[config.mk]
export PLATFORM = sky130hd
export DESIGN_NAME = alarm_table_unit
export DESIGN_NICKNAME = d
export VERILOG_FILES = /design/src/sv/atu_pkg.sv /design/src/sv/alarm_table_unit.sv /design/src/sv/atu_ctrl.sv /design/src/sv/atu_datapath.sv
export SDC_FILE = /design/constraint.sdc
export NUM_CORES = 1
export LEC_CHECK = 0
export BUFFER_PORTS_ARGS = -buffer_cell sky130_fd_sc_hd__buf_2
export CORE_MARGIN = 5
export CORE_UTILIZATION = 30
export CTS_CLUSTER_SIZE = 14
export DETAILED_ROUTE_END_ITERATION = 16
export GPL_TIMING_DRIVEN = 0
export HOLD_SLACK_MARGIN = 0.12
export PLACE_DENSITY_LB_ADDON = 0.3
export SYNTH_ARGS = -nofsm -noshare
export SYNTH_HDL_FRONTEND = slang
export SYNTH_SLANG_ARGS = --single-unit
[constraint.sdc]
create_clock -name clk -period 16.7 [get_ports clk]
set_input_delay 3.34 -clock clk [delete_from_list [all_inputs] [get_ports clk]]
set_output_delay 3.34 -clock clk [all_outputs]
set_load 0.01 [all_outputs]
[src/sv/atu_pkg.sv]
// ----------------------------------------------------------------------------
// atu_pkg
// Shared types and constants of the alarm table unit: operation and status
// codes, register indexes, controller states and control/status bundles.
// ----------------------------------------------------------------------------
package atu_pkg;

  localparam int ALARM_SLOTS_DEF = 16;
  localparam int TICK_BITS_DEF   = 16;

  localparam int OP_W      = 3;
  localparam int ID_W      = 5;
  localparam int VAL_W     = 16;
  localparam int STAT_W    = 3;
  localparam int REP_IDX_W = 4;
  localparam int CFG_IDX_W = 2;

  localparam int MAX_REPORTS = 16;
  localparam int RPT_W       = $clog2(MAX_REPORTS + 1);

  typedef enum logic [OP_W-1:0] {
    OP_SET_REL = 3'd0,
    OP_SET_ABS = 3'd1,
    OP_CANCEL  = 3'd2,
    OP_GET     = 3'd3,
    OP_TICK    = 3'd4
  } op_t;

  typedef enum logic [STAT_W-1:0] {
    ST_OK      = 3'd0,
    ST_ID      = 3'd1,
    ST_VALUE   = 3'd2,
    ST_STATE   = 3'd3,
    ST_NOFUNC  = 3'd4
  } status_t;

  typedef enum logic [CFG_IDX_W-1:0] {
    CFG_MAX_ALLOWED = 2'd0,
    CFG_MIN_CYCLE   = 2'd1,
    CFG_EXT_CHECKS  = 2'd2
  } cfg_idx_t;

  localparam logic KIND_REPLY  = 1'b0;
  localparam logic KIND_EXPIRY = 1'b1;

  typedef enum logic [1:0] {
    S_IDLE = 2'd0,
    S_OP   = 2'd1,
    S_SCAN = 2'd2
  } state_t;

  typedef struct packed {
    logic load;
    logic op_exec;
    logic scan_step;
    logic tick_finish;
  } atu_cmd_t;

  typedef struct packed {
    logic out_free;
    logic slot_match;
    logic scan_done;
    logic pend_valid;
  } atu_stat_t;

endpackage

[src/sv/alarm_table_unit.sv]
// ----------------------------------------------------------------------------
// alarm_table_unit
// Alarm manager for one counter base: set relative/absolute, cancel, get
// remaining and counter tick over a table of alarm slots.
// ----------------------------------------------------------------------------
// Operation: the transfer loads the item registers and table read; the reply
//   is registered from S_OP once the result register is free.
// Tick: walks one slot per cycle through the table read port, held while a
//   pending expiry or the final result waits on a busy result register.
// A new item is taken only after the last one's final result is registered.
// Reset: clears all running flags, the result valid flag and the configuration
//   to its defaults at once; the expiration and period tables are not cleared.
// ----------------------------------------------------------------------------
module alarm_table_unit #(
  parameter int ALARM_SLOTS = atu_pkg::ALARM_SLOTS_DEF,
  parameter int TICK_BITS   = atu_pkg::TICK_BITS_DEF
) (
  input  logic                          clk,
  input  logic                          rst_n,
  input  logic                          in_valid,
  output logic                          in_ready,
  input  logic [atu_pkg::OP_W-1:0]      in_opcode,
  input  logic [atu_pkg::ID_W-1:0]      in_alarm_id,
  input  logic [atu_pkg::VAL_W-1:0]     in_start_or_increment,
  input  logic [atu_pkg::VAL_W-1:0]     in_cycle_period,
  input  logic [atu_pkg::VAL_W-1:0]     in_counter_value,
  input  logic                          cfg_valid,
  output logic                          cfg_ready,
  input  logic [atu_pkg::CFG_IDX_W-1:0] cfg_index,
  input  logic [atu_pkg::VAL_W-1:0]     cfg_data,
  output logic                          out_valid,
  input  logic                          out_ready,
  output logic                          out_kind,
  output logic [atu_pkg::STAT_W-1:0]    out_status,
  output logic [atu_pkg::VAL_W-1:0]     out_remaining_ticks,
  output logic [atu_pkg::REP_IDX_W-1:0] out_expired_alarm,
  output logic                          out_last
);

  atu_pkg::atu_cmd_t  cmd;
  atu_pkg::atu_stat_t stat;

  atu_ctrl u_ctrl (
    .clk       (clk),
    .rst_n     (rst_n),
    .in_valid  (in_valid),
    .in_opcode (in_opcode),
    .in_ready  (in_ready),
    .stat      (stat),
    .cmd       (cmd)
  );

  atu_datapath #(
    .ALARM_SLOTS (ALARM_SLOTS),
    .TICK_BITS   (TICK_BITS)
  ) u_datapath (
    .clk                   (clk),
    .rst_n                 (rst_n),
    .in_opcode             (in_opcode),
    .in_alarm_id           (in_alarm_id),
    .in_start_or_increment (in_start_or_increment),
    .in_cycle_period       (in_cycle_period),
    .in_counter_value      (in_counter_value),
    .cfg_valid             (cfg_valid),
    .cfg_ready             (cfg_ready),
    .cfg_index             (cfg_index),
    .cfg_data              (cfg_data),
    .out_valid             (out_valid),
    .out_ready             (out_ready),
    .out_kind              (out_kind),
    .out_status            (out_status),
    .out_remaining_ticks   (out_remaining_ticks),
    .out_expired_alarm     (out_expired_alarm),
    .out_last              (out_last),
    .cmd                   (cmd),
    .stat                  (stat)
  );

endmodule

[src/sv/atu_ctrl.sv]
// ----------------------------------------------------------------------------
// atu_ctrl
// Sequencer of the alarm table unit: takes an item, runs one operation or
// walks the alarm slots for a tick, and waits on the result register.
// ----------------------------------------------------------------------------
module atu_ctrl (
  input  logic                           clk,
  input  logic                           rst_n,
  input  logic                           in_valid,
  input  logic [atu_pkg::OP_W-1:0]       in_opcode,
  output logic                           in_ready,
  input  atu_pkg::atu_stat_t             stat,
  output atu_pkg::atu_cmd_t              cmd
);

  atu_pkg::state_t state_r;
  atu_pkg::state_t state_nxt;

  always_ff @(posedge clk) begin
    if (!rst_n) begin
      state_r <= atu_pkg::S_IDLE;
    end else begin
      state_r <= state_nxt;
    end
  end

  always_comb begin
    state_nxt       = state_r;
    in_ready        = 1'b0;
    cmd.load        = 1'b0;
    cmd.op_exec     = 1'b0;
    cmd.scan_step   = 1'b0;
    cmd.tick_finish = 1'b0;
    case (state_r)
      atu_pkg::S_IDLE: begin
        in_ready = 1'b1;
        if (in_valid) begin
          cmd.load = 1'b1;
          if (in_opcode == atu_pkg::OP_TICK) begin
            state_nxt = atu_pkg::S_SCAN;
          end else begin
            state_nxt = atu_pkg::S_OP;
          end
        end
      end
      atu_pkg::S_OP: begin
        if (stat.out_free) begin
          cmd.op_exec = 1'b1;
          state_nxt   = atu_pkg::S_IDLE;
        end
      end
      atu_pkg::S_SCAN: begin
        if (stat.scan_done) begin
          if (stat.out_free) begin
            cmd.tick_finish = 1'b1;
            state_nxt       = atu_pkg::S_IDLE;
          end
        end else if (!(stat.slot_match && stat.pend_valid && !stat.out_free)) begin
          cmd.scan_step = 1'b1;
        end
      end
      default: begin
        state_nxt = atu_pkg::S_IDLE;
      end
    endcase
  end

  assert property (@(posedge clk) disable iff (!rst_n)
    (state_r != atu_pkg::S_IDLE) |-> !in_ready)
    else $error("item taken while busy");

  assert property (@(posedge clk) disable iff (!rst_n)
    cmd.load |=> (state_r == atu_pkg::S_OP || state_r == atu_pkg::S_SCAN))
    else $error("transfer did not start work");

  assert property (@(posedge clk) disable iff (!rst_n)
    $onehot0({cmd.load, cmd.op_exec, cmd.scan_step, cmd.tick_finish}))
    else $error("conflicting commands");

endmodule

[src/sv/atu_datapath.sv]
// ----------------------------------------------------------------------------
// atu_datapath
// Alarm tables, configuration registers, set/cancel/get arithmetic, tick
// slot evaluation with re-arm, pending expiry report and result register.
// ----------------------------------------------------------------------------
module atu_datapath #(
  parameter int ALARM_SLOTS = atu_pkg::ALARM_SLOTS_DEF,
  parameter int TICK_BITS   = atu_pkg::TICK_BITS_DEF
) (
  input  logic                              clk,
  input  logic                              rst_n,
  input  logic [atu_pkg::OP_W-1:0]          in_opcode,
  input  logic [atu_pkg::ID_W-1:0]          in_alarm_id,
  input  logic [atu_pkg::VAL_W-1:0]         in_start_or_increment,
  input  logic [atu_pkg::VAL_W-1:0]         in_cycle_period,
  input  logic [atu_pkg::VAL_W-1:0]         in_counter_value,
  input  logic                              cfg_valid,
  output logic                              cfg_ready,
  input  logic [atu_pkg::CFG_IDX_W-1:0]     cfg_index,
  input  logic [atu_pkg::VAL_W-1:0]         cfg_data,
  output logic                              out_valid,
  input  logic                              out_ready,
  output logic                              out_kind,
  output logic [atu_pkg::STAT_W-1:0]        out_status,
  output logic [atu_pkg::VAL_W-1:0]         out_remaining_ticks,
  output logic [atu_pkg::REP_IDX_W-1:0]     out_expired_alarm,
  output logic                              out_last,
  input  atu_pkg::atu_cmd_t                 cmd,
  output atu_pkg::atu_stat_t                stat
);

  localparam int IDX_W  = (ALARM_SLOTS > 1) ? $clog2(ALARM_SLOTS) : 1;
  localparam int SCAN_W = $clog2(ALARM_SLOTS + 1);
  localparam int TB     = TICK_BITS;
  localparam int CMP_W  = (TICK_BITS > atu_pkg::VAL_W) ? TICK_BITS : atu_pkg::VAL_W;

  // configuration
  logic [atu_pkg::VAL_W-1:0] max_allowed_r;
  logic [atu_pkg::VAL_W-1:0] min_cycle_r;
  logic                      ext_checks_r;

  assign cfg_ready = 1'b1;

  always_ff @(posedge clk) begin
    if (!rst_n) begin
      max_allowed_r <= '1;
      min_cycle_r   <= atu_pkg::VAL_W'(1);
      ext_checks_r  <= 1'b1;
    end else if (cfg_valid) begin
      case (cfg_index)
        atu_pkg::CFG_MAX_ALLOWED: max_allowed_r <= cfg_data;
        atu_pkg::CFG_MIN_CYCLE:   min_cycle_r   <= cfg_data;
        atu_pkg::CFG_EXT_CHECKS:  ext_checks_r  <= cfg_data[0];
        default: ;
      endcase
    end
  end

  // item registers
  atu_pkg::op_t              item_op_r;
  logic [atu_pkg::ID_W-1:0]  item_id_r;
  logic [atu_pkg::VAL_W-1:0] item_arg_r;
  logic [atu_pkg::VAL_W-1:0] item_cyc_r;
  logic [TB-1:0]             item_cnt_r;

  always_ff @(posedge clk) begin
    if (cmd.load) begin
      item_op_r  <= atu_pkg::op_t'(in_opcode);
      item_id_r  <= in_alarm_id;
      item_arg_r <= in_start_or_increment;
      item_cyc_r <= in_cycle_period;
      item_cnt_r <= TB'(in_counter_value);
    end
  end

  logic item_tick;
  assign item_tick = (item_op_r == atu_pkg::OP_TICK);

  // scan bookkeeping
  logic [SCAN_W-1:0]             scan_idx_r;
  logic [SCAN_W-1:0]             scan_inc;
  logic [atu_pkg::RPT_W-1:0]     rep_cnt_r;
  logic                          pend_valid_r;
  logic [atu_pkg::REP_IDX_W-1:0] pend_idx_r;

  assign scan_inc = scan_idx_r + SCAN_W'(1);

  // tables
  logic [TB-1:0]    exp_mem [ALARM_SLOTS];
  logic [TB-1:0]    per_mem [ALARM_SLOTS];
  logic [TB-1:0]    rd_exp_r;
  logic [TB-1:0]    rd_per_r;
  logic [IDX_W-1:0] rd_addr;
  logic [IDX_W-1:0] cur_addr_r;
  logic             running_r [ALARM_SLOTS];

  always_comb begin
    if (cmd.load) begin
      if (in_opcode == atu_pkg::OP_TICK) begin
        rd_addr = '0;
      end else begin
        rd_addr = IDX_W'(in_alarm_id);
      end
    end else if (cmd.scan_step) begin
      rd_addr = scan_inc[IDX_W-1:0];
    end else begin
      rd_addr = cur_addr_r;
    end
  end

  always_ff @(posedge clk) begin
    cur_addr_r <= rd_addr;
    rd_exp_r   <= exp_mem[rd_addr];
    rd_per_r   <= per_mem[rd_addr];
  end

  logic [IDX_W-1:0] item_idx;
  logic [IDX_W-1:0] eval_idx;
  logic             id_ok;
  logic             run_cur;

  assign item_idx = IDX_W'(item_id_r);
  assign eval_idx = item_tick ? scan_idx_r[IDX_W-1:0] : item_idx;
  assign id_ok    = (32'(item_id_r) < 32'(ALARM_SLOTS));
  assign run_cur  = running_r[eval_idx];

  // set arithmetic, shared by set operations and tick re-arm
  logic [CMP_W-1:0] max_c;
  logic [CMP_W-1:0] min_c;
  logic [TB-1:0]    max_tb;
  logic [TB-1:0]    inc_tb;
  logic [TB-1:0]    sum_tb;
  logic [TB-1:0]    wrap_tb;
  logic [CMP_W-1:0] start_c;
  logic [CMP_W-1:0] cycle_c;
  logic             bad_val;
  logic [TB-1:0]    rem_tb;

  assign max_c   = CMP_W'(max_allowed_r);
  assign min_c   = CMP_W'(min_cycle_r);
  assign max_tb  = TB'(max_allowed_r);
  assign inc_tb  = item_tick ? rd_per_r : TB'(item_arg_r);
  assign sum_tb  = item_cnt_r + inc_tb;
  assign wrap_tb = (CMP_W'(sum_tb) > max_c) ? (sum_tb - max_tb - TB'(1)) : sum_tb;
  assign start_c = (item_op_r == atu_pkg::OP_SET_ABS) ? CMP_W'(item_arg_r)
                                                      : CMP_W'(wrap_tb);
  assign cycle_c = item_tick ? CMP_W'(rd_per_r) : CMP_W'(item_cyc_r);
  assign bad_val = ext_checks_r &&
                   ((start_c > max_c) ||
                    ((cycle_c != '0) && ((cycle_c < min_c) || (cycle_c > max_c))));
  assign rem_tb  = (rd_exp_r >= item_cnt_r) ? (rd_exp_r - item_cnt_r)
                                            : (max_tb - item_cnt_r + rd_exp_r + TB'(1));

  // operation outcome
  atu_pkg::status_t op_status;
  logic             op_set;
  logic             op_clear;

  always_comb begin
    op_status = atu_pkg::ST_OK;
    op_set    = 1'b0;
    op_clear  = 1'b0;
    case (item_op_r)
      atu_pkg::OP_SET_REL, atu_pkg::OP_SET_ABS: begin
        if (!id_ok) begin
          op_status = atu_pkg::ST_ID;
        end else if ((item_op_r == atu_pkg::OP_SET_REL) && (item_arg_r == '0)) begin
          op_status = atu_pkg::ST_VALUE;
        end else if (bad_val) begin
          op_status = atu_pkg::ST_VALUE;
        end else if (run_cur) begin
          op_status = atu_pkg::ST_STATE;
        end else begin
          op_set = 1'b1;
        end
      end
      atu_pkg::OP_CANCEL: begin
        if (!id_ok) begin
          op_status = atu_pkg::ST_ID;
        end else if (!run_cur) begin
          op_status = atu_pkg::ST_NOFUNC;
        end else begin
          op_clear = 1'b1;
        end
      end
      atu_pkg::OP_GET: begin
        if (!id_ok) begin
          op_status = atu_pkg::ST_ID;
        end else if (!run_cur) begin
          op_status = atu_pkg::ST_NOFUNC;
        end
      end
      default: ;
    endcase
  end

  // tick slot evaluation
  logic slot_match;
  logic rearm_ok;
  logic scan_done;

  assign scan_done  = (scan_idx_r == SCAN_W'(ALARM_SLOTS)) ||
                      (rep_cnt_r == atu_pkg::RPT_W'(atu_pkg::MAX_REPORTS));
  assign slot_match = !scan_done && run_cur && (rd_exp_r == item_cnt_r);
  assign rearm_ok   = (rd_per_r != '0) && !bad_val;

  // table writes
  logic mem_we;
  logic flag_we;
  logic flag_val;

  assign mem_we   = (cmd.op_exec && op_set) || (cmd.scan_step && slot_match && rearm_ok);
  assign flag_we  = (cmd.op_exec && (op_set || op_clear)) || (cmd.scan_step && slot_match);
  assign flag_val = cmd.op_exec ? op_set : rearm_ok;

  always_ff @(posedge clk) begin
    if (mem_we) begin
      exp_mem[eval_idx] <= TB'(start_c);
      per_mem[eval_idx] <= TB'(cycle_c);
    end
  end

  always_ff @(posedge clk) begin
    if (!rst_n) begin
      for (int i = 0; i < ALARM_SLOTS; i++) begin
        running_r[i] <= 1'b0;
      end
    end else if (flag_we) begin
      running_r[eval_idx] <= flag_val;
    end
  end

  always_ff @(posedge clk) begin
    if (!rst_n) begin
      pend_valid_r <= 1'b0;
    end else if (cmd.load || cmd.tick_finish) begin
      pend_valid_r <= 1'b0;
    end else if (cmd.scan_step && slot_match) begin
      pend_valid_r <= 1'b1;
    end
  end

  always_ff @(posedge clk) begin
    if (cmd.load) begin
      scan_idx_r <= '0;
      rep_cnt_r  <= '0;
    end else if (cmd.scan_step) begin
      scan_idx_r <= scan_inc;
      if (slot_match) begin
        rep_cnt_r  <= rep_cnt_r + atu_pkg::RPT_W'(1);
        pend_idx_r <= atu_pkg::REP_IDX_W'(scan_idx_r);
      end
    end
  end

  // result register
  logic                          out_valid_r;
  logic                          out_kind_r;
  atu_pkg::status_t              out_status_r;
  logic [atu_pkg::VAL_W-1:0]     out_rem_r;
  logic [atu_pkg::REP_IDX_W-1:0] out_idx_r;
  logic                          out_last_r;
  logic                          out_free;
  logic                          emit_pend;
  logic                          out_load;

  assign out_free  = !out_valid_r || out_ready;
  assign emit_pend = cmd.scan_step && slot_match && pend_valid_r;
  assign out_load  = cmd.op_exec || cmd.tick_finish || emit_pend;

  always_ff @(posedge clk) begin
    if (!rst_n) begin
      out_valid_r <= 1'b0;
    end else if (out_load) begin
      out_valid_r <= 1'b1;
    end else if (out_ready) begin
      out_valid_r <= 1'b0;
    end
  end

  always_ff @(posedge clk) begin
    if (cmd.op_exec) begin
      out_kind_r   <= atu_pkg::KIND_REPLY;
      out_status_r <= op_status;
      out_rem_r    <= ((item_op_r == atu_pkg::OP_GET) && id_ok && run_cur)
                      ? atu_pkg::VAL_W'(rem_tb) : '0;
      out_idx_r    <= '0;
      out_last_r   <= 1'b1;
    end else if (cmd.tick_finish || emit_pend) begin
      out_kind_r   <= pend_valid_r ? atu_pkg::KIND_EXPIRY : atu_pkg::KIND_REPLY;
      out_status_r <= atu_pkg::ST_OK;
      out_rem_r    <= '0;
      out_idx_r    <= pend_valid_r ? pend_idx_r : '0;
      out_last_r   <= cmd.tick_finish;
    end
  end

  assign out_valid           = out_valid_r;
  assign out_kind            = out_kind_r;
  assign out_status          = out_status_r;
  assign out_remaining_ticks = out_rem_r;
  assign out_expired_alarm   = out_idx_r;
  assign out_last            = out_last_r;

  assign stat.out_free   = out_free;
  assign stat.slot_match = slot_match;
  assign stat.scan_done  = scan_done;
  assign stat.pend_valid = pend_valid_r;

  assert property (@(posedge clk) disable iff (!rst_n)
    out_load |-> out_free)
    else $error("result register overwritten");

  assert property (@(posedge clk) disable iff (!rst_n)
    cmd.tick_finish |=> (out_valid_r && out_last_r))
    else $error("tick closed without final result");

  assert property (@(posedge clk) disable iff (!rst_n)
    (cmd.scan_step || cmd.tick_finish) |-> item_tick)
    else $error("scan on a non-tick item");

  assert property (@(posedge clk) disable iff (!rst_n)
    cmd.scan_step |-> !scan_done)
    else $error("scan stepped past the end");

endmodule

**Word-level counts from Yosys, hierarchy flattened**

Memory sizes are Yosys's and may differ from the RTL's. A register that Yosys moved wholly into a read port is not among the register bits.
Index checks and enable logic that the tools add are counted.
Widths: inputs -> output; s select.

- Bits in writable memories: 528
- Memories: 3
- Output and inout bits: 28
- Register bits: 136
- Bits of input ports: 79
- Logic and storage cells: 159

Memory list:

| name | depth | width | rd ports | clocked after Yosys merged registers in | wr ports | RTL line | source |
|---|---|---|---|---|---|---|---|
| u_datapath.exp_mem | 16 | 16 | 1 | 1 | 1 | atu_datapath.sv:89 | `logic [TB-1:0] exp_mem [ALARM_SLOTS];` |
| u_datapath.per_mem | 16 | 16 | 1 | 1 | 1 | atu_datapath.sv:90 | `logic [TB-1:0] per_mem [ALARM_SLOTS];` |
| u_datapath.running_r | 16 | 1 | 1 | 0 | 16 | atu_datapath.sv:95 | `logic running_r [ALARM_SLOTS];` |

- Add/sub/neg operators: 9
- Equality and inequality tests: 14
- Bitwise logic cells: 2
- Reduce and logical (&&, ||, !) cells: 48
- Mux-type cells: 57
- Order comparisons: 6

Operators by type and width:

| operator | number |
|---|---|
| $mux 16 | 8 |
| $gt 16x16->1 | 3 |
| $sub 16x16->16 | 3 |
| $add 16x16->16 | 2 |
| $reduce_bool 16->1 | 2 |
| $mux 1 | 28 |
| $mux 4 | 6 |
| $mux 3 | 7 |
| $add 16x1->16 const B | 1 |
| $eq 16x16->1 | 1 |
| $ge 16x16->1 | 1 |
| $logic_not 16->1 | 1 |
| $lt 16x16->1 | 1 |
| $sub 16x1->16 const B | 1 |
| $logic_and 1x1->1 | 15 |
| $mux 2 | 6 |
| $logic_or 1x1->1 | 11 |
| $add 5x1->5 const B | 2 |
| $eq 5x5->1 const B | 2 |
| $reduce_and 2->1 | 5 |
| $eq 3x2->1 const B | 2 |
| $eq 3x3->1 const B | 2 |
| $pmux 2 s3 | 1 |
| $pmux 3 s2 | 1 |
| other kinds (14) | 24 |

**Logic depth before layout (Yosys ltp)**

Gate-level depths: netlist of run 1.

- Word-level depth: 22
- Mapped depth: 43
- Mapped depth without buffers: 35

**Hierarchy**

A second synthesis of run 1 with hierarchy kept.

- Cell total of the unflattened synthesis: 2838
- Area total of the unflattened synthesis: 31888.1 µm²

Modules (own cells, without submodules):

| module | cells an instance | seq. area each (µm²) | times used | area each (µm²) |
|---|---|---|---|---|
| atu_datapath | 2814 | 19809.0 | 1 | 31702.9 |
| atu_ctrl | 24 | 40.0 | 1 | 185.2 |

**Worst setup path before layout of run 1**

OpenSTA, ideal clock, no wires.

- Path kind: flip-flop to flip-flop
- Start: reg u_datapath.item_op_r[2]
- End: mem u_datapath.exp_mem[15][0] (netlist name), enable pin
- Stages on the path, launching flop included: 40
- Data required time: 16.239 ns
- Setup time: 0.461 ns
- Setup slack: 5.268 ns
- Clock period less this slack: 11.432 ns
- Path buffers: 6
- Data arrival time: 10.971 ns
- Cells stage by stage: edfxtp_1 or3b_1 buf_4 clkbuf_1 buf_1 clkbuf_1 nand2_1 nand2_1 ha_1 inv_1 fa_1 nor2b_1 o21ai_0 a21boi_0 o21ai_0 a21boi_0 o21ai_0 nand2_1 (+4 left out) o21ai_0 a221oi_1 a21oi_1 clkbuf_1 mux2i_1 o21ai_0 ha_1 a21o_1 a21o_1 a21oi_1 o21ai_0 a211o_1 and2_1 o311ai_1 nor4bb_1 a21oi_1 clkbuf_1 nor3_1

- Longest elaborated chain between the ends: 18
- Elaborated cells on any way between the ends: 43
- Classes of those cells: add/sub: 3; order compare: 4; eq/ne: 2; mux: 15; reduce/logical: 18; memory: 1

Ends and longest elaborated chain:

| element | RTL line | source |
|---|---|---|
| start: declaration | atu_datapath.sv:60 | `atu_pkg::op_t item_op_r;` |
| start signal: assignment | atu_datapath.sv:68 | `item_op_r <= atu_pkg::op_t'(in_opcode);` |
| $eq 3x3->1 | atu_datapath.sv:77 | `assign item_tick = (item_op_r == atu_pkg::OP_TICK);` |
| $mux 16 | atu_datapath.sv:142 | `assign inc_tb = item_tick ? rd_per_r : TB'(item_arg_r);` |
| $add 16x16->16 | atu_datapath.sv:143 | `assign sum_tb = item_cnt_r + inc_tb;` |
| $sub 16x16->16 | atu_datapath.sv:144 | `assign wrap_tb = (CMP_W'(sum_tb) > max_c) ? (sum_tb - max_tb - TB'(1)) : sum_tb;` |
| $sub 16x1->16 | atu_datapath.sv:144 |  |
| $mux 16 | atu_datapath.sv:144 |  |
| $mux 16 (*) | atu_datapath.sv:145 | `assign start_c = (item_op_r == atu_pkg::OP_SET_ABS) ? CMP_W'(item_arg_r)` |
| net u_datapath.start_c[13] | atu_datapath.sv:134 | `logic [CMP_W-1:0] start_c;` |
| (+3 left out) | - |  |
| $mux 1 | atu_datapath.sv:169 | `end else if (bad_val) begin` |
| $mux 1 | atu_datapath.sv:167 | `end else if ((item_op_r == atu_pkg::OP_SET_REL) && (item_arg_r == '0)) begin` |
| $mux 1 | atu_datapath.sv:165 | `if (!id_ok) begin` |
| $mux 1 | atu_datapath.sv:163 | `case (item_op_r)` |
| $logic_and 1x1->1 | atu_datapath.sv:212 | `assign mem_we = (cmd.op_exec && op_set) \|\| (cmd.scan_step && slot_match && rearm_ok);` |
| $logic_or 1x1->1 (*) | atu_datapath.sv:212 |  |
| $mux 1 (*) | atu_datapath.sv:217 | `if (mem_we) begin` |
| $mux 1 (not written as such) (*) | atu_datapath.sv:218 | `exp_mem[eval_idx] <= TB'(start_c);` |
| end: declaration | atu_datapath.sv:89 |  |

The timed path passes the listed nets; every way through them passes the cells marked *.

**Worst setup path in the final report of run 1**

- Start: reg u_datapath.item_op_r[0]
- End: mem u_datapath.exp_mem[7][5] (netlist name), enable pin

The elaborated chain is that of the path after synthesis.

==> flow_metrics.env, run 1 <==
export IMPL_numCtsBuffers=77
export IMPL_crit_path_max_incr_delay_ns=0.94
export IMPL_cp_slowest_cell="a21oi_1"
export IMPL_clkTransAtPathRegs_ns=0.06
export IMPL_synth_fp_nets=2620
export IMPL_synth_async_sr_flop_share=0
export IMPL_vias_per_cell=4.936
export IMPL_port_buffers=104
export IMPL_grt_max_degree=66
export IMPL_rows=119
export IMPL_synth_top_area_frac=0.5553
export IMPL_grt_pass1_wl_um=131500
export IMPL_setup_viol=0
export IMPL_grt_use_met3=0.02945
export IMPL_post_cts_buffers=0
export IMPL_period_minus_slack_ns=13.48
export IMPL_drv_cap=0
export IMPL_final_cell_count_no_fill=4107
export IMPL_antenna_found_initial=1
export IMPL_use_met2=0.2495
export IMPL_hold_violations=0
export IMPL_power_leakage_nw=14.18
export IMPL_holdPathEnd="u_datapath.pend_idx_r[2]"
export IMPL_rrSetupSlack_ns=3.22
export IMPL_first_pass_iters=7
export IMPL_reg_top3="u_datapath.exp_mem: 256 flops, u_datapath.per_mem: 256 flops"
export IMPL_critPathLaunchType="flop"
export IMPL_cts_resized=0
export IMPL_pre_cts_slack_ns=3.313
export IMPL_rr_endpoint="u_datapath.exp_mem[7][5]"
export IMPL_timing_rr_start="u_datapath.item_op_r[0]"
export IMPL_ys_top_cells_by_area="edfxtp_1 (56%), mux2i_1 (9.3%), dfxtp_1 (6.6%)"
export IMPL_yosysWarnings=0
export IMPL_hold_buffers=0
export IMPL_syn2layout_area_growth_pct=17.38
export IMPL_yosys_area_top_type="edfxtp_1"
export IMPL_globalRoute_busiestLayer="met2"
export IMPL_overflow=0
export IMPL_clk_latency_ns=0.63
export IMPL_avgRoutedWirePerCell_um=21.85
export IMPL_drc=0
export IMPL_syn_inst=2404
export IMPL_synth_seq_cells=696
export IMPL_drive_gt1_frac=0.1580
export IMPL_routed_wl_um=89720
export IMPL_ant_nets=0
export IMPL_skew_ns=0.02310
export IMPL_fmax_mhz=74.20
export IMPL_worst_slew_pin_slew_ns=1.335
export IMPL_dpl_cell_area_sq_um=35040
export IMPL_fillers=10240
export IMPL_grt_pass1_vias=19860
export IMPL_fin_crit_sh=0.8070
export IMPL_hpwlAfterDp_um=67580
export IMPL_grtUsageMet1=0.2204
export IMPL_htreeDepth=3
export IMPL_start_util=0.3028
export IMPL_hold_path_cell_count=0
export IMPL_netlist_cell_type_count=70
export IMPL_cp_data_arrival_time_ns=13.79
export IMPL_globalplace_congestion=0.9168
export IMPL_chipWidth_um=336.4
export IMPL_min_path_type="reg -> reg"
export IMPL_endpoint_kind="flop"
export IMPL_final_max_slew_viol_count=0
export IMPL_fin_ws_ns=3.224
export IMPL_nets=2870
export IMPL_vias=20270
export IMPL_synth_edf_count=591
export IMPL_dp_cells=3966
export IMPL_critPathKind="reg -> reg"
export IMPL_root_buffer="clkbuf_16"
export IMPL_cts_buffer_depth=3
export IMPL_core_area_sq_um=105600
export IMPL_synth_area_per_cell_sq_um=13.29
export IMPL_powerDensity_nw_per_um2=137.8
export IMPL_status="finished clean"
export IMPL_ff2ff_path_depth=42
export IMPL_die_height_um=336.4
export IMPL_dieArea_sq_um=113200
export IMPL_syn_area_sq_um=31960
export IMPL_first_iter_violations=1650
export IMPL_grt_use_total=0.1551
export IMPL_rsz0062_at_grt="false"
export IMPL_cts_sinks=696
export IMPL_holdCritStartpoint="u_datapath.scan_idx_r[2]"
export IMPL_design_area_sq_um=37510
export IMPL_cts_tree="built"
export IMPL_antennaDiodeCount=0
export IMPL_synth_seq_area_share=0.6210
export IMPL_io_pins=107
export IMPL_peakVddDrop_mv=0.08666
export IMPL_slew_headroom=0.1076
export IMPL_cp_data_required_time_ns=17.02
export IMPL_crit_fanout=17
export IMPL_ys_flop_type="edfxtp_1"
## through the flow
| step | hold WS [ns] | total power, W | utilization | setup TNS (ns) |
|---|---|---|---|---|
| 2_1_floorplan | 0.4064 | 0.003071 | - | 0 |
| 3_3_place_gp | 0.4113 | 0.003506 | 0.3242 | -105.09 |
| 3_5_place_dp | 0.4214 | 0.003534 | 0.3319 | 0 |
| 4_1_cts | 0.4351 | 0.005192 | 0.3553 | 0 |
| 5_1_grt | 0.4542 | 0.005409 | 0.3554 | 0 |
| 6_report | 0.4378 | 0.005168 | 0.3554 | 0 |
## cell usage in the layout (no fill, tap or decap), types with 21 or more instances in the layout
cell	instances
nor2_1	159
a21oi_1	127
inv_1	125
o21ai_0	32
buf_4	36
o211ai_1	21
clkbuf_16	79
ha_1	119
o221ai_1	33
a21boi_0	26
dfxtp_1	105
nand2_1	210
xnor2_1	36
buf_6	58
a22oi_1	37
xor2_1	25
edfxtp_1	591
mux2_2	58
a21o_1	35
clkbuf_1	51
mux2i_1	296
buf_2	136
nand4_1	34
## worst max-delay path by stage
stage,start,endpoint,slack [ns],cells past startpoint
finish,u_datapath.item_op_r[0],u_datapath.exp_mem[7][5],3.22,42
global route,u_datapath.item_op_r[2],u_datapath.exp_mem[7][4],2.52,41
CTS,u_datapath.item_op_r[2],u_datapath.exp_mem[7][4],3.25,41
detailed placement,u_datapath.item_op_r[0],u_datapath.exp_mem[7][0],3.31,42
global placement,u_datapath.item_op_r[2],u_datapath.exp_mem[8][0],-0.58,38
floorplan,u_datapath.item_op_r[2],u_datapath.exp_mem[15][0],5.27,39
## synth_stat cells, drive strengths merged (37+ instances only)
cell	instances
dfxtp	105
inv	126
nand2	210
a22oi	37
buf	63
ha	119
a21oi	131
edfxtp	591
mux2i	298
nor2	159
clkbuf	37
mux2	72
o21ai	45
## layout make-up
type	instances	area [sq um]	area share
buffer	100	540.5	0.01441
clock buffer	98	2078	0.05540
clock inverter	43	391.6	0.01044
inverter	126	473.0	0.01261
multi-input combinational	1482	11200	0.2985
sequential	696	19850	0.5291
tap	1391	1740	0.04639
timing repair buffer	171	1245	0.03319
## power breakdown
part / internal (W) / leakage, nW / switching (W)
clock: 0.000963 / 1.20 / 0.000692
sequential: 0.00206 / 6.23 / 0.0000688
combinational: 0.000518 / 6.75 / 0.000867
total: 0.00354 / 14.2 / 0.00163
## routing by layer
metal  routed length (um)  share of wire
met1                40940           0.46
met2                41210           0.46
met5                    0              0
met4                 1682          0.019
met3                 5893          0.066
## critical path, delay by kind of cell (launching register included)
family | cells | cell delay [ns]
AOI/OAI and AO/OA | 15 | 5.08
buffers and inverters | 10 | 3.44
and+or+nand+nor | 11 | 2.58
adders and majority gates | 4 | 1.36
DFF | 1 | 0.31
muxes | 1 | 0.21
xor gates and xnor gates | 1 | 0.15
## cells by family after synthesis
family,after synthesis,share of synthesized area
AOI/OAI and AO/OA,390,0.08069
xor gates and xnor gates,61,0.01672
adders and majority gates,137,0.05786
buffers and inverters,226,0.03159
DFF,696,0.6210
muxes,370,0.1192
other,1,0.0001173
and+or+nand+nor,523,0.07278
Power figures use the tool's default switching activity.
==> run 2: changes to the inputs <==
- ABC_AREA: unset -> 1
- clock period: 16.7 -> 12 ns (I/O delays scaled with it)
==> flow_metrics.env, run 2 <==
export IMPL_critPathKind="reg -> reg"
export IMPL_routed_wl_um=113600
export IMPL_syn2layout_area_growth_pct=17.26
export IMPL_antenna_found_initial=1
export IMPL_powerDensity_nw_per_um2=276.4
export IMPL_rsz0062_at_grt="true"
export IMPL_hpwlAfterDp_um=84690
export IMPL_synth_top_family_by_area="simple AND/OR/NAND/NOR gates"
export IMPL_syn_inst=3515
export IMPL_skew_ns=0.02526
export IMPL_synth_compound_area_frac=0.04941
export IMPL_cp_common_cell="nand2_1"
export IMPL_synth_edf_count=591
export IMPL_io_pins=107
export IMPL_cts_tree="built"
export IMPL_setup_viol=0
export IMPL_worst_slew_pin_slew_ns=1.398
export IMPL_cts_buffer_depth=3
export IMPL_syn_area_sq_um=34390
export IMPL_avgRoutedWirePerCell_um=21.25
export IMPL_final_cell_count_no_fill=5348
export IMPL_timing_rr_start="u_datapath.item_op_r[1]"
export IMPL_ant_nets=0
export IMPL_port_buffers=104
export IMPL_htreeDepth=3
export IMPL_finalPower_w=0.01115
export IMPL_cp_data_required_time_ns=12.33
export IMPL_first_iter_violations=2577
export IMPL_vias_per_cell=4.924
export IMPL_grt_max_degree=66
export IMPL_routed_wl_met2_um=51000
export IMPL_synth_fp_nets=3731
export IMPL_synth_seq_area_share=0.5773
export IMPL_period_minus_slack_ns=11.45
export IMPL_reg_top3="u_datapath.exp_mem: 256 flops, u_datapath.per_mem: 256 flops"
export IMPL_holdPathEnd="u_datapath.rep_cnt_r[4]"
export IMPL_root_buffer="clkbuf_16"
export IMPL_power_leakage_nw=16.95
export IMPL_first_pass_iters=5
export IMPL_yosysMostFrequentCell="nand3_1"
export IMPL_wl_met3_um=7821
export IMPL_min_path_type="reg -> reg"
export IMPL_nets=3984
export IMPL_ys_top_cells_by_area="edfxtp_1 (52%), nand3_1 (9.7%), inv_1 (6.6%)"
export IMPL_clk_latency_ns=0.64
export IMPL_fmax_mhz=87.32
export IMPL_critPathLaunchType="flop"
export IMPL_yosys_area_share_adder=0.05378
export IMPL_final_util=0.3536
export IMPL_crit_path_max_incr_delay_ns=0.74
export IMPL_slew_headroom=0.06108
export IMPL_chipWidth_um=348.6
export IMPL_numCtsBuffers=80
export IMPL_holdCritStartpoint="u_datapath.rep_cnt_r[4]"
export IMPL_yosys_area_top_type="edfxtp_1"
export IMPL_post_cts_buffers=0
export IMPL_cts_sinks=696
export IMPL_synth_top_area_frac=0.5161
export IMPL_cp_slowest_cell="nor3_2"
export IMPL_grt_use_total=0.1816
export IMPL_die_height_um=348.6
export IMPL_hold_ws_ns=0.4527
export IMPL_antennaDiodeCount=0
export IMPL_yosys_area_share_simple=0.2153
export IMPL_netlist_cell_type_count=51
export IMPL_synth_area_per_cell_sq_um=9.782
export IMPL_start_util=0.3015
export IMPL_final_max_slew_viol_count=0
export IMPL_synthMuxAreaShare=0
export IMPL_clkTransAtPathRegs_ns=0.06
export IMPL_core_area_sq_um=114000
export IMPL_synth_xor_area_share=0.01172
export IMPL_hold_violations=0
export IMPL_maxUsedRoutingLayer="met5"
export IMPL_startpoint="u_datapath.item_op_r[1]"
export IMPL_mostFrequentLayoutCells="nand3_1 (664), inv_1 (608), edfxtp_1 (591)"
export IMPL_dieArea_sq_um=121500
export IMPL_grt_pass1_wl_um=165100
export IMPL_cts_resized=0
export IMPL_dp_cells=5198
export IMPL_drc=0
export IMPL_fin_crit_sh=0.9543
export IMPL_synth_async_sr_flop_share=0
export IMPL_rows=124
export IMPL_hold_path_cell_count=1
export IMPL_rr_endpoint="u_datapath.exp_mem[12][6]"
export IMPL_ff2ff_path_depth=49
export IMPL_vias=26340
export IMPL_ys_flop_type="edfxtp_1"
export IMPL_overflow=0
export IMPL_synth_seq_cells=696
export IMPL_rrSetupSlack_ns=0.55
export IMPL_cp_data_arrival_time_ns=11.78
export IMPL_drv_cap=0
export IMPL_final_common_cell="nand3_1"
export IMPL_peakVddDrop_mv=0.1154
export IMPL_drive_gt1_frac=0.1184
export IMPL_grt_pass1_vias=24780
export IMPL_status="finished clean"
export IMPL_yosysWarnings=0
export IMPL_yosys_top_cells_count="nand3_1 (664), inv_1 (608), edfxtp_1 (591), nand2_1 (575), nand3b_1 (131)"
export IMPL_hold_buffers=0
export IMPL_wl_met1_um=50700
export IMPL_endpoint_kind="flop"
export IMPL_crit_fanout=17
export IMPL_globalplace_congestion=0.9174
## run 2: changes by cell type in the layout (fill, tap and decap cells not counted), sizes merged, moves of 76 or more
cell and change:
nand3b +128, nand2 +374, nand3 +648, mux2i -298
inv +486, nor2 -76
## run 2: critical path: cells and delay by family, from the launching register on
kind / cells / cell delay [ns]
adder cells (fa/ha/maj): 3 / 1.08
AND/OR/NAND/NOR: 19 / 2.96
flip-flops: 1 / 0.47
buffers and inverters: 12 / 3.01
AO/OA/AOI/OAI: 14 / 3.25
XOR/XNOR: 1 / 0.31
## run 2: worst max-delay path by stage
stage                                       endpoint  slack (ns)  cells past startpoint
after floorplan            u_datapath.exp_mem[10][0]        2.60                     47
after global placement    u_datapath.exp_mem[14][10]       -4.01                     46
after detailed placement    u_datapath.exp_mem[9][8]        0.41                     50
after CTS                  u_datapath.exp_mem[9][10]        0.35                     50
after global routing       u_datapath.exp_mem[7][11]       -0.09                     49
final                      u_datapath.exp_mem[12][6]        0.55                     49
## run 2: area by class of cell
type	instances	area, sq um
fillers	11470	73710
flip-flops and latches	696	19850
multi-input cells	2037	11520
inverters	615	2308
clock buffers	97	2117
well taps	1512	1892
repair buffers	171	1275
plain buffers	167	873.3
clock inverters	53	488.0
## run 2: metrics by stage
stage / instance area (sq um) / setup TNS (ns) / worst slack [ns]
after floorplan: 34390 / 0 / 2.597
after global placement: 36800 / -1806.95 / -4.014
after detailed placement: 37690 / 0 / 0.4128
after CTS: 40290 / 0 / 0.3489
after global routing: 40320 / -2.698 / -0.09046
final: 40320 / 0 / 0.5479
## run 2: metal layers
layer / track usage / vias to the layer above
met5: 0 / -
met4: 0.06172 / 2
met3: 0.02748 / 194
met2: 0.2850 / 967
met1: 0.2573 / 12730
li1: - / 12450
## run 2: report_power, final
group          leakage, nW  internal [W]  switching (W)
combinational         9.45       0.00149        0.00387
sequential            6.21       0.00323       0.000116
clock                 1.28       0.00142        0.00102
## run 2: kinds of logic after synthesis
logic type	Yosys count
XOR/XNOR	46
AND/OR/NAND/NOR	1556
other	1
adder cells (fa/ha/maj)	137
AO/OA/AOI/OAI	297
buffers and inverters	782
flip-flops	696
==> run 3: changes to the inputs <==
- GPL_TIMING_DRIVEN: 0 -> unset
==> flow_metrics.env, run 3 (synthesis gave the netlist of run 2 again) <==
export IMPL_first_pass_iters=6
export IMPL_hpwlAfterDp_um=64420
export IMPL_ff2ff_path_depth=44
export IMPL_critPathKind="reg -> reg"
export IMPL_cp_slowest_cell="nor3_2"
export IMPL_port_buffers=105
export IMPL_routed_wl_um=99720
export IMPL_drc=0
export IMPL_hold_path_cell_count=2
export IMPL_syn2layout_area_growth_pct=13.29
export IMPL_crit_path_max_incr_delay_ns=1.02
export IMPL_fillers=11500
export IMPL_rr_endpoint="u_datapath.exp_mem[10][4]"
export IMPL_startpoint="u_datapath.item_op_r[1]"
export IMPL_antenna_found_initial=1
export IMPL_min_path_type="reg -> reg"
export IMPL_power_leakage_nw=16.19
export IMPL_nets=3799
export IMPL_globalplace_congestion=0.8815
export IMPL_numCtsBuffers=77
export IMPL_io_pins=107
export IMPL_start_util=0.3015
export IMPL_clkTransAtPathRegs_ns=0.06
export IMPL_final_max_slew_viol_count=0
export IMPL_hold_ws_ns=0.4612
export IMPL_ant_nets=0
export IMPL_cts_sinks=696
export IMPL_drv_cap=0
export IMPL_dieArea_sq_um=121500
export IMPL_period_minus_slack_ns=10.58
export IMPL_grt_max_degree=175
export IMPL_timing_rr_start="u_datapath.item_op_r[1]"
export IMPL_status="finished clean"
export IMPL_reg_top3="u_datapath.exp_mem: 256 flops, u_datapath.per_mem: 256 flops"
export IMPL_dpl_cell_area_sq_um=36500
export IMPL_final_common_cell="nand3_1"
export IMPL_fin_ws_ns=1.418
export IMPL_first_iter_violations=1868
export IMPL_htreeDepth=3
export IMPL_endpoint_kind="flop"
export IMPL_skew_ns=0.02836
export IMPL_cts_buffer_depth=3
export IMPL_holdPathEnd="u_datapath.min_c[2]"
export IMPL_fmax_mhz=94.50
export IMPL_cp_common_cell="nand2_1"
export IMPL_holdCritStartpoint="u_datapath.min_c[2]"
export IMPL_cts_tree="built"
export IMPL_vias=24640
export IMPL_peakVddDrop_mv=0.2298
export IMPL_final_cell_count_no_fill=5156
export IMPL_antennaDiodeCount=0
export IMPL_fin_setup_tns_ns=0
export IMPL_multiInputGateArea_sq_um=11500
export IMPL_cp_data_arrival_time_ns=10.88
export IMPL_overflow=0
export IMPL_core_area_sq_um=114000
export IMPL_rsz0062_at_grt="false"
export IMPL_worst_slew_pin_slew_ns=1.205
export IMPL_dp_cells=5016
export IMPL_avgRoutedWirePerCell_um=19.34
export IMPL_mostFrequentLayoutCells="nand3_1 (664), inv_1 (605), edfxtp_1 (591)"
export IMPL_clk_latency_ns=0.63
export IMPL_root_buffer="clkbuf_16"
export IMPL_cp_data_required_time_ns=12.30
export IMPL_rrSetupSlack_ns=1.42
export IMPL_cp_top_family="simple AND/OR/NAND/NOR gates"
export IMPL_setup_viol=0
export IMPL_chipWidth_um=348.6
export IMPL_fin_crit_sh=0.8819
export IMPL_grt_use_total=0.1600
export IMPL_drive_gt1_frac=0.08836
export IMPL_crit_fanout=31
export IMPL_hold_buffers=0
export IMPL_rows=124
export IMPL_slew_headroom=0.1910
export IMPL_die_height_um=348.6
export IMPL_grt_pass1_wl_um=149300
export IMPL_cts_resized=0
export IMPL_grt_pass1_vias=23720
export IMPL_powerDensity_nw_per_um2=267.1
export IMPL_regArea_sq_um=19850
export IMPL_critPathLaunchType="flop"
export IMPL_design_area_sq_um=38950
export IMPL_post_cts_buffers=0
export IMPL_hold_violations=0
export IMPL_vias_per_cell=4.778
export IMPL_pre_cts_slack_ns=1.575
export IMPL_critPathBufInv=7
## run 3: cell types whose count changed in the layout (fill, tap and decap cells not counted), sizes merged
cell	change
clkinvlp	-3
bufinv	-1
clkinv	-12
clkbuf	-54
inv	+4
buf	-126
## run 3: tightest hold or removal path, delay by kind of cell (launching register included)
family	cells	cell delay, ns
buffers and inverters	1	0.06
DFF	1	0.29
AOI/OAI and AO/OA	1	0.06
## run 3: layer usage
| metal | up-vias | GRT usage | wire length [um] |
|---|---|---|---|
| met5 | - | 0 | 0 |
| met4 | 0 | 0.05973 | 3731 |
| met3 | 167 | 0.02988 | 5673 |
| met2 | 662 | 0.2654 | 47070 |
| met1 | 11780 | 0.2090 | 43240 |
| li1 | 12030 | - | - |
## run 3: worst max path at each step
stage / cells after the start / slack, ns / endpoint
2_1_floorplan: 47 / 2.60 / u_datapath.exp_mem[10][0]
3_3_place_gp: 44 / 1.91 / u_datapath.exp_mem[10][3]
3_5_place_dp: 44 / 1.57 / u_datapath.exp_mem[10][4]
4_1_cts: 44 / 1.52 / u_datapath.exp_mem[10][4]
5_1_grt: 44 / 0.45 / u_datapath.exp_mem[10][4]
6_report: 44 / 1.42 / u_datapath.exp_mem[10][4]
## run 3: final cells by class
type,count,area share
Clock buffer,99,0.05245
Clock inverter,41,0.01057
Tap cell,1512,0.04856
Inverter,615,0.05926
Timing Repair Buffer,156,0.02428
Multi-Input combinational cell,2037,0.2953
Sequential cell,696,0.5095
## run 3: where the power goes
part           total [W]  leakage (nW)  switching (W)  internal [W]
sequential       0.00337          6.21       0.000134       0.00323
combinational    0.00472          8.76        0.00341       0.00131
clock            0.00231          1.21       0.000973       0.00134
## run 3: stage by stage
step	util	power, W
finish	0.3416	0.01041
detailed placement	0.3201	0.008155
global route	0.3416	0.01108
CTS	0.3416	0.01049
global placement	0.3201	0.008123
floorplan	-	0.006543
